--- config.mk ---
export PLATFORM = sky130hd
export DESIGN_NAME = bba_ctrl
export DESIGN_NICKNAME = d
export VERILOG_FILES = /design/src/design/bba_pkg.sv /design/src/design/bba_ctrl.sv
export SDC_FILE = /design/constraint.sdc
export NUM_CORES = 1
export LEC_CHECK = 0
export CAP_MARGIN = 20
export CELL_PAD_IN_SITES_DETAIL_PLACEMENT = 1
export CELL_PAD_IN_SITES_GLOBAL_PLACEMENT = 1
export CORE_MARGIN = 4
export CORE_UTILIZATION = 40
export CTS_CLUSTER_DIAMETER = 200
export DETAILED_ROUTE_END_ITERATION = 12
export DONT_BUFFER_PORTS = 1
export GPL_TIMING_DRIVEN = 0
export PLACE_DENSITY = 0.71
export SLEW_MARGIN = 20
export SYNTH_ARGS = -nofsm -noshare
export SYNTH_HDL_FRONTEND = slang
export SYNTH_SLANG_ARGS = --single-unit
--- constraint.sdc ---
create_clock -name clk -period 5.8 [get_ports clk]
set_input_delay 0.58 -clock clk [delete_from_list [all_inputs] [get_ports clk]]
set_output_delay 0.58 -clock clk [all_outputs]
set_load 0.005 [all_outputs]
--- src/design/bba_pkg.sv ---
// ----------------------------------------------------------------------------
// bba_pkg: shared types and constants for the buddy block allocator
// Holds operation codes, status codes, sequencer states and reset defaults.
// ----------------------------------------------------------------------------
package bba_pkg;

	localparam int LOG_BLOCKS_DEF = 10;
	localparam logic [5:0] BASE_ORDER_RST = 6'd5;

	typedef enum logic {
		FUNC_ALLOC = 1'b0,
		FUNC_FREE  = 1'b1
	} func_t;

	typedef enum logic [1:0] {
		STAT_OK      = 2'd0,
		STAT_TOO_BIG = 2'd1,
		STAT_NO_FREE = 2'd2
	} status_t;

	typedef enum logic [4:0] {
		S_CLEAR,
		S_IDLE,
		S_A_SCAN,
		S_A_GETB,
		S_A_WRN,
		S_A_WRB,
		S_A_SPLIT,
		S_F_LOOP,
		S_F_CHK,
		S_F_WRP,
		S_F_RDN,
		S_F_WRN,
		S_F_WRBUD,
		S_P_HEAD,
		S_P_RDH,
		S_P_WRH,
		S_DONE
	} state_t;

endpackage

--- src/design/bba_ctrl.sv ---
// ----------------------------------------------------------------------------
// bba_ctrl: allocate / free sequencer
// Walks the free lists through read-modify-write of the record store,
// keeps the list heads and the allocated count, and holds the result.
// ----------------------------------------------------------------------------
module bba_ctrl #(
	parameter int LOG_BLOCKS = 10,
	parameter int LW = 4,
	parameter int ENT_W = 27
) (
	input  logic                  clk,
	input  logic                  arst_n,
	input  logic [5:0]            base_order,
	input  logic                  in_valid,
	output logic                  in_ready,
	input  logic                  func,
	input  logic [5:0]            size_order,
	input  logic [LOG_BLOCKS-1:0] block_index,
	output logic                  out_valid,
	input  logic                  out_ready,
	output logic [1:0]            status,
	output logic [LOG_BLOCKS-1:0] granted_index,
	output logic [LW-1:0]         granted_level,
	output logic [LOG_BLOCKS:0]   allocated_blocks,
	output logic                  mem_we,
	output logic [LOG_BLOCKS-1:0] mem_waddr,
	output logic [ENT_W-1:0]      mem_wdata,
	output logic [LOG_BLOCKS-1:0] mem_raddr,
	input  logic [ENT_W-1:0]      mem_rdata
);
	import bba_pkg::*;

	localparam int L = LOG_BLOCKS;
	localparam logic [L:0] NIL = {1'b1, {L{1'b0}}};
	localparam logic [L:0] NUM = NIL;
	localparam logic [LW-1:0] TOP_LV = LW'(L);

	state_t state_q, state_d;

	logic [L:0]   fl_head [L+1];
	logic [L:0]   count_q;
	logic [LW-1:0] lv_q, j_q;
	logic [L-1:0] idx_q, b_q, bud_q;
	logic [L:0]   n_q, p_q, h_q;
	logic         func_q;
	status_t      stat_q;
	logic [L-1:0] clr_q;

	logic         out_valid_q;
	logic [1:0]   out_status_q;
	logic [L-1:0] out_idx_q;
	logic [LW-1:0] out_lev_q;
	logic [L:0]   out_cnt_q;

	// record fields of the last read
	logic          rd_free;
	logic [LW-1:0] rd_lvl;
	logic [L:0]    rd_nxt, rd_prv;
	assign rd_free = mem_rdata[ENT_W-1];
	assign rd_lvl  = mem_rdata[ENT_W-2 -: LW];
	assign rd_nxt  = mem_rdata[2*L+1 : L+1];
	assign rd_prv  = mem_rdata[L:0];

	// single read point on the list heads
	logic [LW-1:0] hsel;
	logic [L:0]    head_rd;
	assign hsel    = (state_q == S_A_SCAN || state_q == S_A_GETB) ? j_q : lv_q;
	assign head_rd = fl_head[hsel];

	// request decode
	logic [6:0]    ord_c, mo_c;
	logic          too_big;
	logic [LW-1:0] req_lv;
	logic [L:0]    req_sz;
	assign mo_c    = {1'b0, base_order};
	assign ord_c   = ({1'b0, size_order} < mo_c) ? mo_c : {1'b0, size_order};
	assign too_big = ord_c > (mo_c + 7'(L));
	assign req_lv  = LW'(ord_c - mo_c);
	assign req_sz  = (L+1)'(1) << req_lv;

	logic [LW-1:0] jm1;
	logic [L-1:0]  split_blk;
	logic [L-1:0]  bud_c;
	logic [L+1:0]  cnt_sum;
	logic [L:0]    alloc_sz;
	assign jm1       = j_q - LW'(1);
	assign split_blk = b_q + (L'(1) << jm1);
	assign bud_c     = idx_q ^ (L'(1) << lv_q);
	assign alloc_sz  = (L+1)'(1) << lv_q;
	assign cnt_sum   = {1'b0, count_q} + {1'b0, alloc_sz};

	logic accept, out_free;
	assign in_ready = (state_q == S_IDLE);
	assign accept   = in_valid && in_ready;
	assign out_free = !out_valid_q || out_ready;

	always_ff @(posedge clk or negedge arst_n) begin
		if (!arst_n) begin
			state_q <= S_CLEAR;
		end else begin
			state_q <= state_d;
		end
	end

	always_comb begin
		state_d   = state_q;
		mem_we    = 1'b0;
		mem_waddr = '0;
		mem_wdata = '0;
		mem_raddr = '0;
		unique case (state_q)
			S_CLEAR: begin
				mem_we    = 1'b1;
				mem_waddr = clr_q;
				mem_wdata = (clr_q == '0) ? {1'b1, TOP_LV, NIL, NIL}
				                          : {1'b0, {LW{1'b0}}, NIL, NIL};
				if (clr_q == {L{1'b1}}) state_d = S_IDLE;
			end
			S_IDLE: begin
				if (accept) begin
					if (too_big) state_d = S_DONE;
					else if (func == FUNC_FREE) state_d = S_F_LOOP;
					else state_d = S_A_SCAN;
				end
			end
			S_A_SCAN: begin
				mem_raddr = head_rd[L-1:0];
				if (!head_rd[L]) state_d = S_A_GETB;
				else if (j_q == TOP_LV) state_d = S_DONE;
			end
			S_A_GETB: begin
				mem_raddr = rd_nxt[L-1:0];
				state_d   = rd_nxt[L] ? S_A_WRB : S_A_WRN;
			end
			S_A_WRN: begin
				mem_we    = 1'b1;
				mem_waddr = n_q[L-1:0];
				mem_wdata = {rd_free, rd_lvl, rd_nxt, NIL};
				state_d   = S_A_WRB;
			end
			S_A_WRB: begin
				mem_we    = 1'b1;
				mem_waddr = b_q;
				mem_wdata = {1'b0, lv_q, NIL, NIL};
				state_d   = S_A_SPLIT;
			end
			S_A_SPLIT: begin
				if (j_q > lv_q) begin
					mem_we    = 1'b1;
					mem_waddr = split_blk;
					mem_wdata = {1'b1, jm1, NIL, NIL};
				end else begin
					state_d = S_DONE;
				end
			end
			S_F_LOOP: begin
				mem_raddr = bud_c;
				state_d   = (lv_q == TOP_LV) ? S_P_HEAD : S_F_CHK;
			end
			S_F_CHK: begin
				mem_raddr = rd_prv[L] ? rd_nxt[L-1:0] : rd_prv[L-1:0];
				if (!rd_free || rd_lvl != lv_q) state_d = S_P_HEAD;
				else if (!rd_prv[L]) state_d = S_F_WRP;
				else if (!rd_nxt[L]) state_d = S_F_WRN;
				else state_d = S_F_WRBUD;
			end
			S_F_WRP: begin
				mem_we    = 1'b1;
				mem_waddr = p_q[L-1:0];
				mem_wdata = {rd_free, rd_lvl, n_q, rd_prv};
				state_d   = n_q[L] ? S_F_WRBUD : S_F_RDN;
			end
			S_F_RDN: begin
				mem_raddr = n_q[L-1:0];
				state_d   = S_F_WRN;
			end
			S_F_WRN: begin
				mem_we    = 1'b1;
				mem_waddr = n_q[L-1:0];
				mem_wdata = {rd_free, rd_lvl, rd_nxt, p_q};
				state_d   = S_F_WRBUD;
			end
			S_F_WRBUD: begin
				mem_we    = 1'b1;
				mem_waddr = bud_q;
				mem_wdata = {1'b0, lv_q, NIL, NIL};
				state_d   = S_F_LOOP;
			end
			S_P_HEAD: begin
				mem_we    = 1'b1;
				mem_waddr = idx_q;
				mem_wdata = {1'b1, lv_q, head_rd, NIL};
				state_d   = head_rd[L] ? S_DONE : S_P_RDH;
			end
			S_P_RDH: begin
				mem_raddr = h_q[L-1:0];
				state_d   = S_P_WRH;
			end
			S_P_WRH: begin
				mem_we    = 1'b1;
				mem_waddr = h_q[L-1:0];
				mem_wdata = {rd_free, rd_lvl, rd_nxt, {1'b0, idx_q}};
				state_d   = S_DONE;
			end
			S_DONE: begin
				if (out_free) state_d = S_IDLE;
			end
			default: state_d = S_IDLE;
		endcase
	end

	// control registers: list heads, count, clear sweep, output valid
	always_ff @(posedge clk or negedge arst_n) begin
		if (!arst_n) begin
			for (int i = 0; i <= L; i++) begin
				fl_head[i] <= (i == L) ? '0 : NIL;
			end
			count_q     <= '0;
			clr_q       <= '0;
			out_valid_q <= 1'b0;
		end else begin
			if (state_q == S_CLEAR) clr_q <= clr_q + L'(1);
			if (state_q == S_DONE && out_free) out_valid_q <= 1'b1;
			else if (out_ready) out_valid_q <= 1'b0;
			case (state_q)
				S_IDLE: begin
					if (accept && !too_big && func == FUNC_FREE) begin
						count_q <= (count_q > req_sz) ? count_q - req_sz : '0;
					end
				end
				S_A_GETB: fl_head[j_q] <= rd_nxt;
				S_A_SPLIT: begin
					if (j_q > lv_q) begin
						fl_head[jm1] <= {1'b0, split_blk};
					end else begin
						count_q <= (cnt_sum > {1'b0, NUM}) ? NUM : cnt_sum[L:0];
					end
				end
				S_F_CHK: begin
					if (rd_free && rd_lvl == lv_q && rd_prv[L] &&
					    head_rd == {1'b0, bud_q}) begin
						fl_head[lv_q] <= rd_nxt;
					end
				end
				S_P_HEAD: fl_head[lv_q] <= {1'b0, idx_q};
				default: ;
			endcase
		end
	end

	// payload registers
	always_ff @(posedge clk) begin
		case (state_q)
			S_IDLE: begin
				if (accept) begin
					func_q <= func;
					lv_q   <= req_lv;
					j_q    <= req_lv;
					idx_q  <= block_index;
					stat_q <= too_big ? STAT_TOO_BIG : STAT_OK;
				end
			end
			S_A_SCAN: begin
				if (!head_rd[L]) b_q <= head_rd[L-1:0];
				else if (j_q == TOP_LV) stat_q <= STAT_NO_FREE;
				else j_q <= j_q + LW'(1);
			end
			S_A_GETB: n_q <= rd_nxt;
			S_A_SPLIT: begin
				if (j_q > lv_q) j_q <= jm1;
			end
			S_F_LOOP: bud_q <= bud_c;
			S_F_CHK: begin
				p_q <= rd_prv;
				n_q <= rd_nxt;
			end
			S_F_WRBUD: begin
				if (bud_q < idx_q) idx_q <= bud_q;
				lv_q <= lv_q + LW'(1);
			end
			S_P_HEAD: h_q <= head_rd;
			S_DONE: begin
				if (out_free) begin
					out_status_q <= stat_q;
					out_cnt_q    <= count_q;
					if (stat_q != STAT_OK) begin
						out_idx_q <= '0;
						out_lev_q <= '0;
					end else if (func_q == FUNC_FREE) begin
						out_idx_q <= idx_q;
						out_lev_q <= lv_q;
					end else begin
						out_idx_q <= b_q;
						out_lev_q <= lv_q;
					end
				end
			end
			default: ;
		endcase
	end

	assign out_valid        = out_valid_q;
	assign status           = out_status_q;
	assign granted_index    = out_idx_q;
	assign granted_level    = out_lev_q;
	assign allocated_blocks = out_cnt_q;

endmodule

# Word level (Yosys, flattened, before mapping)
# Cells that the tools add are included.
# totals
reg_bits	248
input_bits	54
out_inout_bits	77
wordCells	199
# op_classes
n_addsub	9
n_lt_le_gt_ge	13
n_eq_ne	34
shift	4
n_mux	65
bitwise_logic	6
reduce_logical	39
# ops
operator	count
$bwmux W121	4
$pmux W121 S4	1
$mux W121	2
$pmux W27 S8	1
$demux W11 S4	3
$mux W11	9
$pmux W5 S17	1
$pmux W10 S8	1
$pmux W10 S6	1
$mux W27	2
$mux W10	5
$bmux W11 S4	1
$eq A5 B4 Y1 const B	8
$mux W5	8
$pmux W11 S2	1
$shl A1 B4 Y11 const A	2
$eq A5 B3 Y1 const B	4
$ge A5 B5 Y1 const B	4
$mux W4	5
$not A4 Y5	4
$pmux W10 S2	1
$shl A1 B4 Y10 const A	2
$mux W3	6
$ne A2 B2 Y1 const B	8
other kinds (48)	86

# Logic depth before layout (Yosys ltp)
# Gate-level depths: netlist of the first run.
# logic_depth
ltp_word	11
depth_mapped	30
depth_no_buf	30

# Worst setup path after synthesis of the first run
# No wires, ideal clock.
# synth_path
path_kind	input port to flip-flop
start	input base_order[1]
end	register count_q[1]
setup_time_ns	0.083
arrival_time_ns	5.939
required_time_ns	5.717
slack_ns	-0.222
stages	28
path_buffers	0
path_cell_list	inv_1 -> ha_1 -> a21o_1 -> a21oi_1 -> nor2b_1 -> o21ai_0 -> nand2b_1 -> a21oi_1 -> mux2_2 -> ha_1 -> nor2b_1 -> o21ai_0 -> nand2b_1 -> xnor2_1 -> nor2_1 -> nand3_1 -> ha_1 -> nor2b_1 -> o21ai_0 -> a21boi_0 -> o21ai_0 -> a21boi_0 -> o21ai_0 -> a21oi_1 -> nor4_1 -> a2111oi_1 -> a22oi_1 -> o21ai_0
# synth_via
elab_chain_len	8
word_cells_on_any_way	16
classes_between	add/sub (3); order compare (3); eq/ne (1); shift (1); mux (4); reduce/logical (4)
# synth_lines
item	line	rtl
from (decl)	bba_ctrl.sv:13	input logic [5:0] base_order,
$lt A6 B6 Y1	bba_ctrl.sv:76	assign ord_c = ({1'b0, size_order} < mo_c) ? mo_c : {1'b0, size_order};
$mux W6	bba_ctrl.sv:76	
$sub A4 B4 Y4 / $gt A6 B7 Y1 (equally long branches)	bba_ctrl.sv:78, bba_ctrl.sv:77	
$shl A1 B4 Y11 / $logic_not A1 Y1 (equally long branches)	bba_ctrl.sv:79, bba_ctrl.sv:227	
$sub A11 B11 Y11, or another cell as far along	bba_ctrl.sv:228	count_q <= (count_q > req_sz) ? count_q - req_sz : '0;
$mux W11 / $logic_and A1 B1 Y1 (equally long branches)	bba_ctrl.sv:228, bba_ctrl.sv:227	
$mux W11 / $ne A2 B1 Y1 (equally long branches)	-	
$pmux W11 S2 / $reduce_and A3 Y1 (equally long branches)	-	
to (signal assigned)	bba_ctrl.sv:228	
to (signal assigned)	bba_ctrl.sv:236	count_q <= (cnt_sum > {1'b0, NUM}) ? NUM : cnt_sum[L:0];
to (decl)	bba_ctrl.sv:41	logic [L:0] count_q;
# Several ways; a longest one is shown, not always the timed one. The select of a mux whose other input is x is not followed.
# A chain may end at the register's enable or synchronous reset.

==> metrics.csv, run 1 <==
metric,value,unit
ys flop type,dfrtp_1,
combinational cell fraction of total power,55.6,%
"reg-to-reg slack, setup",-0.14,ns
Area Overhead vs Synth,12.7,%
Max Used Layer,met5,
"commonest non-fill, non-tap cell in the layout",nand2_1,
DRC viols,0,
met2 routed WL,39.9,mm
Met3 Routed Length,12.1,mm
final critical-path share of the clock period,102,%
count of cell types in the netlist,100,
Die Area,47600,sq um
Hold Fails Final Rpt,0,
Hold EP,n_q[7]$_DFFE_PN_,
placed cells,2503,
metal1 wirelength,36.5,mm
clock network fraction of design power,17.8,%
CTS tree,yes,
post-route ant nets,0,
Die Ht,218,um
minimum clock period after layout,5.94,ns
area of the mapped netlist,17700,sq um
R2R depth,14,
crit end category,register,
"Avg Cell Area, Syn",9.28,sq um
Routed WL,95.4,mm
CORE AREA,43400,sq um
total CTS buffers,31,
Yosys warnings,0,
number of enable flip-flop cells after synthesis,100,
RSZ-0062 raised after global routing,true,
# rows,76,
number of global-route vias before repair,18425,
initial core utilization,40.8,%
Reg power frac,26.6,%
global-route wire length before repair,135,mm
Routability Congestion,1.06,
maximum VDD drop,0.224,mV
Clock Latency Late Sink,0.64,ns
largest net degree at the start of global routing,149,
switching power,5.75,mW
register area,6720,sq um
root buffer cell,clkbuf_16,
IO Pins,131,
PortBufs,0,
final std cells w/o fill,2574,
Final Max Tran Viols,0,
Multi-input gate area,10300,sq um
Slew headroom,10.7,%
clk_skew,0.0453,ns
per-cell routed wire length,37.0,um
clock slew at reported path FFs,0.08,ns
FMAX,168,MHz
Syn Nets,2040,
Worst-Margin Slew,1.34,ns
NumNets Final,2095,
register area share after synthesis,38.0,%
Setup-failing EPs final,9,
PD cells,561,nW/um^2
"commonest cells after routing, fill and taps aside","nand2_1, dfrtp_1, nor2_1",
post-placement setup slack,-1.27,ns
Syn Inst Count,1907,
Die Span X,218,um
worst-path fanout max,10,
switching fraction of total power,51.4,%
vias per cell,7.08,
hold path depth,0,
worst path required time,6.24,ns
clk sink count,248,
status,"complete, but fails checks",
Seq cells post-synth,248,
Total Routing Usage GR,39.0,%
worst hold path type,input port to register,
initial antenna violation count,2,
Synth async-reset ratio,59.7,%
WS Path Type,register to register,
WP data arrival,6.39,ns
crit start category,register,
Leakage Power,8.11,nW
failing checks,setup timing,
Int Pwr,5.44,mW
Final WS setup,-0.144,ns
Max-Cap Viols,0,
Reg2Reg Launch Point,state_q[4]$_DFFE_PN0P_,
clock buffer depth,3,
vias post-DR,18231,
DPL Wire Length,71.7,mm
Pre-Repair DR Iteration Count,7,
H-tree levels,1,
initial DRC count,2772,
final-layout fill cell count,5039,
share of cells above drive strength 1,10.5,%
Hold Crit Start,mem_rdata[18],
Fin Setup TNS,-0.677,ns
global route total overflow,0,
## critical path: stages, from the launching register on
cell	delay [ns]
dfrtp_1	0.37
clkbuf_1	0.25
nor4b_4	0.73
mux2i_1	0.49
clkbuf_1	0.69
nand3_1	0.39
a31oi_1	0.40
a22oi_2	0.20
xnor2_1	0.20
nor4_1	0.27
and4_1	0.30
a41oi_2	0.43
buf_4	0.41
a21oi_1	0.46
a31oi_1	0.16
## cells in the mapped netlist, drive strengths merged (21+ instances only)
master,number,area [sq um]
a22o,55,482
dfrtp,138,3450
mux2i,62,658
o221ai,23,201
a21oi,79,403
nand3,41,205
buf,27,191
xnor2,49,429
a222oi,51,510
a221o,21,210
o2bb2ai,54,473
a22oi,73,567
nor2b,23,144
xor2,22,193
ha,75,938
o21ai,122,611
a31oi,33,213
a21o,26,195
edfxtp,100,3000
nor3,25,130
and3,21,131
nor2,128,495
a221oi,35,313
nand2,241,932
clkbuf,92,345
inv,88,330
## timing repair
action                                 4_1_cts  5_1_grt
pin swaps                                    3        3
hold buffers                                 2        0
endpoints found under the hold margin      148        0
setup endpoints to repair                   74       40
setup buffers                                4        8
resized for setup                           21       31
## cell type report
cell class,instances,share of cell area [%]
clock buffers,42,4.41
well taps,585,3.67
multi-input cells,1447,51.8
inverters,93,1.79
plain buffers,116,2.79
diodes,2,0.0251
flip-flops and latches,248,33.7
repair buffers,25,1.18
clock inverters,16,0.678
## power by group through the flow
stage / Combinational, mW / Clock [mW] / Sequential, mW
detailed placement: 5.70 / 0 / 2.98
CTS: 5.86 / 2.01 / 2.95
floorplan: 3.54 / 0 / 2.75
finish: 6.22 / 1.99 / 2.98
global route: 6.41 / 2.08 / 3.01
global placement: 5.54 / 0 / 2.97
## metal layers
metal	up-vias	GRT usage [%]
met1	9091	50.7
met4	2	22.3
met5	-	0
met2	1351	57.4
met3	363	12.1
li1	7424	-
## stage by stage
step | total power [mW] | cell area [sq um] | hold slack, ns | util (%)
4_1_cts | 10.8 | 19800 | 0.0252 | 45.6
6_report | 11.2 | 19900 | 0.0323 | 46.0
3_3_place_gp | 8.50 | 18400 | 0.289 | 42.5
2_1_floorplan | 6.29 | 17700 | 0.284 | -
5_1_grt | 11.5 | 19900 | 0.0355 | 46.0
3_5_place_dp | 8.68 | 18600 | 0.291 | 42.9
## kinds of logic after synthesis
family | count (synthesis) | share of synthesized area, %
AND/OR/NAND/NOR | 556 | 14.6
adder cells (fa/ha/maj) | 79 | 5.76
AO/OA/AOI/OAI | 662 | 28.2
multiplexers | 79 | 4.95
flip-flops | 248 | 38.0
XOR/XNOR | 71 | 3.52
buffers and inverters | 212 | 5.01
## how the worst max path moves through the flow
stage	startpoint	end	slack [ns]
global placement	j_q[0]$_DFFE_PP_	register	-1.20
finish	state_q[4]$_DFFE_PN0P_	register	-0.14
detailed placement	base_order[1]	count_q[6]$_DFFE_PN0P_	-1.27
floorplan	base_order[1]	count_q[1]$_DFFE_PN0P_	0.08
global route	base_order[1]	count_q[1]$_DFFE_PN0P_	-0.09
CTS	j_q[1]$_DFFE_PP_	mem_waddr[9]	-0.008
Power figures use the tool's default switching activity.
==> run 2, diff against run 1 <==
==> constraint.sdc (replaced) <==
create_clock -name clk -period 5.8 [get_ports clk]
set_input_delay 0.58 -clock clk [delete_from_list [all_inputs] [get_ports clk]]
set_output_delay 0.58 -clock clk [all_outputs]
set_load 0.05 [all_outputs]
==> metrics.csv, run 2 (synthesized netlist as in run 1, its figures left out) <==
metric,value,unit,change
Area Overhead vs Synth,13.3,%,was 12.7%
H-tree levels,1,,unchanged
Routability Congestion,1.06,,unchanged
CTS tree,yes,,unchanged
"slowest stage delay, CP",1.01,ns,was 0.73 ns
Total Routing Usage GR,38.9,%,was 39.0%
Leakage Power,8.16,nW,was 8.11 nW
hold path depth,0,,unchanged
Die Span X,218,um,unchanged
share of cells above drive strength 1,11.2,%,was 10.5%
clock buffer depth,3,,unchanged
vias post-DR,18457,,was 18.2k
Final Max Tran Viols,0,,unchanged
grt met2 use,58.1,%,was 57.4%
worst hold path type,input port to register,,unchanged
Die Ht,218,um,unchanged
fin area,20000,sq um,"was 19,900 sq um"
worst path required time,6.33,ns,was 6.24 ns
initial DRC count,2790,,"was 2,772"
vias per cell,7.16,,was 7.08
global route total overflow,0,,unchanged
Reg2Reg Launch Point,state_q[2]$_DFFE_PN0P_,,was state_q[4]$_DFFE_PN0P_
M3 GR Usage,10.4,%,was 12.1%
cell mode on critical path,buf_4,,
initial antenna violation count,3,,was 2
GR Util met1,51.4,%,was 50.7%
Hold Crit Start,mem_rdata[1],,was mem_rdata[18]
clock slew at reported path FFs,0.07,ns,was 0.08 ns
Clock Latency Late Sink,0.64,ns,about the same
worst-path fanout max,10,,unchanged
crit start category,register,,unchanged
status,"complete, but fails checks",,unchanged
"Power, Total",11.8,mW,was 11.2 mW
Fin Setup TNS,-0.273,ns,was -0.677 ns
Area after DPL,18600,sq um,about the same
placed cells,2504,,"was 2,503"
PortBufs,0,,unchanged
WP buf/inv,4,,was 3
crit end category,register,,unchanged
worst hold slack,0.0385,ns,was 0.0323 ns
Setup-failing EPs final,13,,was 9
CORE AREA,43400,sq um,unchanged
clk_skew,0.0378,ns,was 0.0453 ns
maximum VDD drop,0.242,mV,was 0.224 mV
root buffer cell,clkbuf_16,,unchanged
R2R depth,14,,unchanged
WS Path Type,register to register,,unchanged
Max-Cap Viols,0,,unchanged
PD cells,589,nW/um^2,was 561 nW/um^2
"commonest non-fill, non-tap cell in the layout",nand2_1,,unchanged
Final WS setup,-0.0702,ns,was -0.144 ns
Routed WL,95.5,mm,was 95.4 mm
NumNets Final,2098,,"was 2,095"
crit path launch,state_q[2]$_DFFE_PN0P_,,was state_q[4]$_DFFE_PN0P_
initial core utilization,40.8,%,unchanged
post-placement setup slack,-1.26,ns,was -1.27 ns
"commonest cells after routing, fill and taps aside","nand2_1, dfrtp_1, nor2_1",,unchanged
Hold Fails Final Rpt,0,,unchanged
largest net degree at the start of global routing,149,,unchanged
failing checks,setup timing,,unchanged
FMAX,170,MHz,was 168 MHz
final std cells w/o fill,2577,,"was 2,574"
# rows,76,,unchanged
global-route wire length before repair,135,mm,about the same
WP data arrival,6.40,ns,was 6.39 ns
number of global-route vias before repair,18496,,was 18.4k
minimum clock period after layout,5.87,ns,was 5.94 ns
Slew headroom,16.4,%,was 10.7%
Worst-Margin Slew,1.25,ns,was 1.34 ns
Top delay family on crit path,compound AO/OA/AOI/OAI gates,,was simple AND/OR/NAND/NOR gates
per-cell routed wire length,37.1,um,was 37.0 um
CP cell instances,buf_2 > or4b_1 > buf_4 > mux2i_4 > buf_6 > a22oi_1 > a221oi_1 > a32oi_2 > xnor2_1 > and2b_1 > a41oi_2 > buf_4 > a21oi_1 > a31oi_1,,was clkbuf_1 > nor4b_4 > mux2i_1 > clkbuf_1 > nand3_1 > a31oi_1 > a22oi_2 > xnor2_1 > nor4_1 > and4_1 > a41oi_2 > buf_4 > a21oi_1 > a31oi_1
DPL Wire Length,71.9,mm,was 71.7 mm
total CTS buffers,31,,unchanged
GR peak layer,met2,,unchanged
Final Util,46.2,%,was 46.0%
Critical Path Stages,14,,unchanged
Slowest cell on crit path,a221oi_1,,was nor4b_4
final-layout fill cell count,5032,,"was 5,039"
post-route ant nets,0,,unchanged
final critical-path share of the clock period,101,%,was 102%
clk sink count,248,,unchanged
Die Area,47600,sq um,unchanged
Pre-Repair DR Iteration Count,8,,was 7
DRC viols,0,,unchanged
IO Pins,131,,unchanged
-- run 2: area by class of cell --
class | count | area [sq um] | area share, %
multi-input cells | 1447 | 10400 | 52.1
flip-flops and latches | 248 | 6720 | 33.5
clock buffers | 44 | 856 | 4.27
well taps | 585 | 732 | 3.65
plain buffers | 116 | 567 | 2.83
inverters | 93 | 357 | 1.78
repair buffers | 28 | 258 | 1.29
clock inverters | 14 | 116 | 0.581
diodes | 2 | 5.00 | 0.0250
-- run 2: worst paths after layout --
check                                              to  slack (ns)
setup / recovery                             register       -0.07
min in group asynchronous        clr_q[4]$_DFFE_PN0P_        0.54
hold reg to reg                   status[0]$_DFFE_PP_        0.46
setup reg to reg                             register       -0.07
hold / removal                       p_q[1]$_DFFE_PP_        0.04
max in group asynchronous  asynchronous set/reset pin        4.44
-- run 2: timing repair --
item	CTS	global route
hold endpoints to repair	148	10
pin swaps	6	7
endpoints found under the setup margin	79	23
cloned	0	0
hold buffers	1	1
buffers inserted	5	9
gates resized for setup	43	27
-- run 2: report_power, final --
part / leakage (nW) / total [mW] / internal (mW) / switching, mW
Clock: 0.472 / 1.96 / 1.07 / 0.883
Sequential: 2.90 / 3.02 / 2.46 / 0.566
Combinational: 4.78 / 6.82 / 1.92 / 4.90
-- run 2: routing by layer --
layer	vias up	part of all wire [%]	routed length, um
met5	-	0.090	86
met2	1371	42	40000
met4	4	7.4	7060
met3	373	12	11300
met1	9277	39	37000
li1	7432	-	-
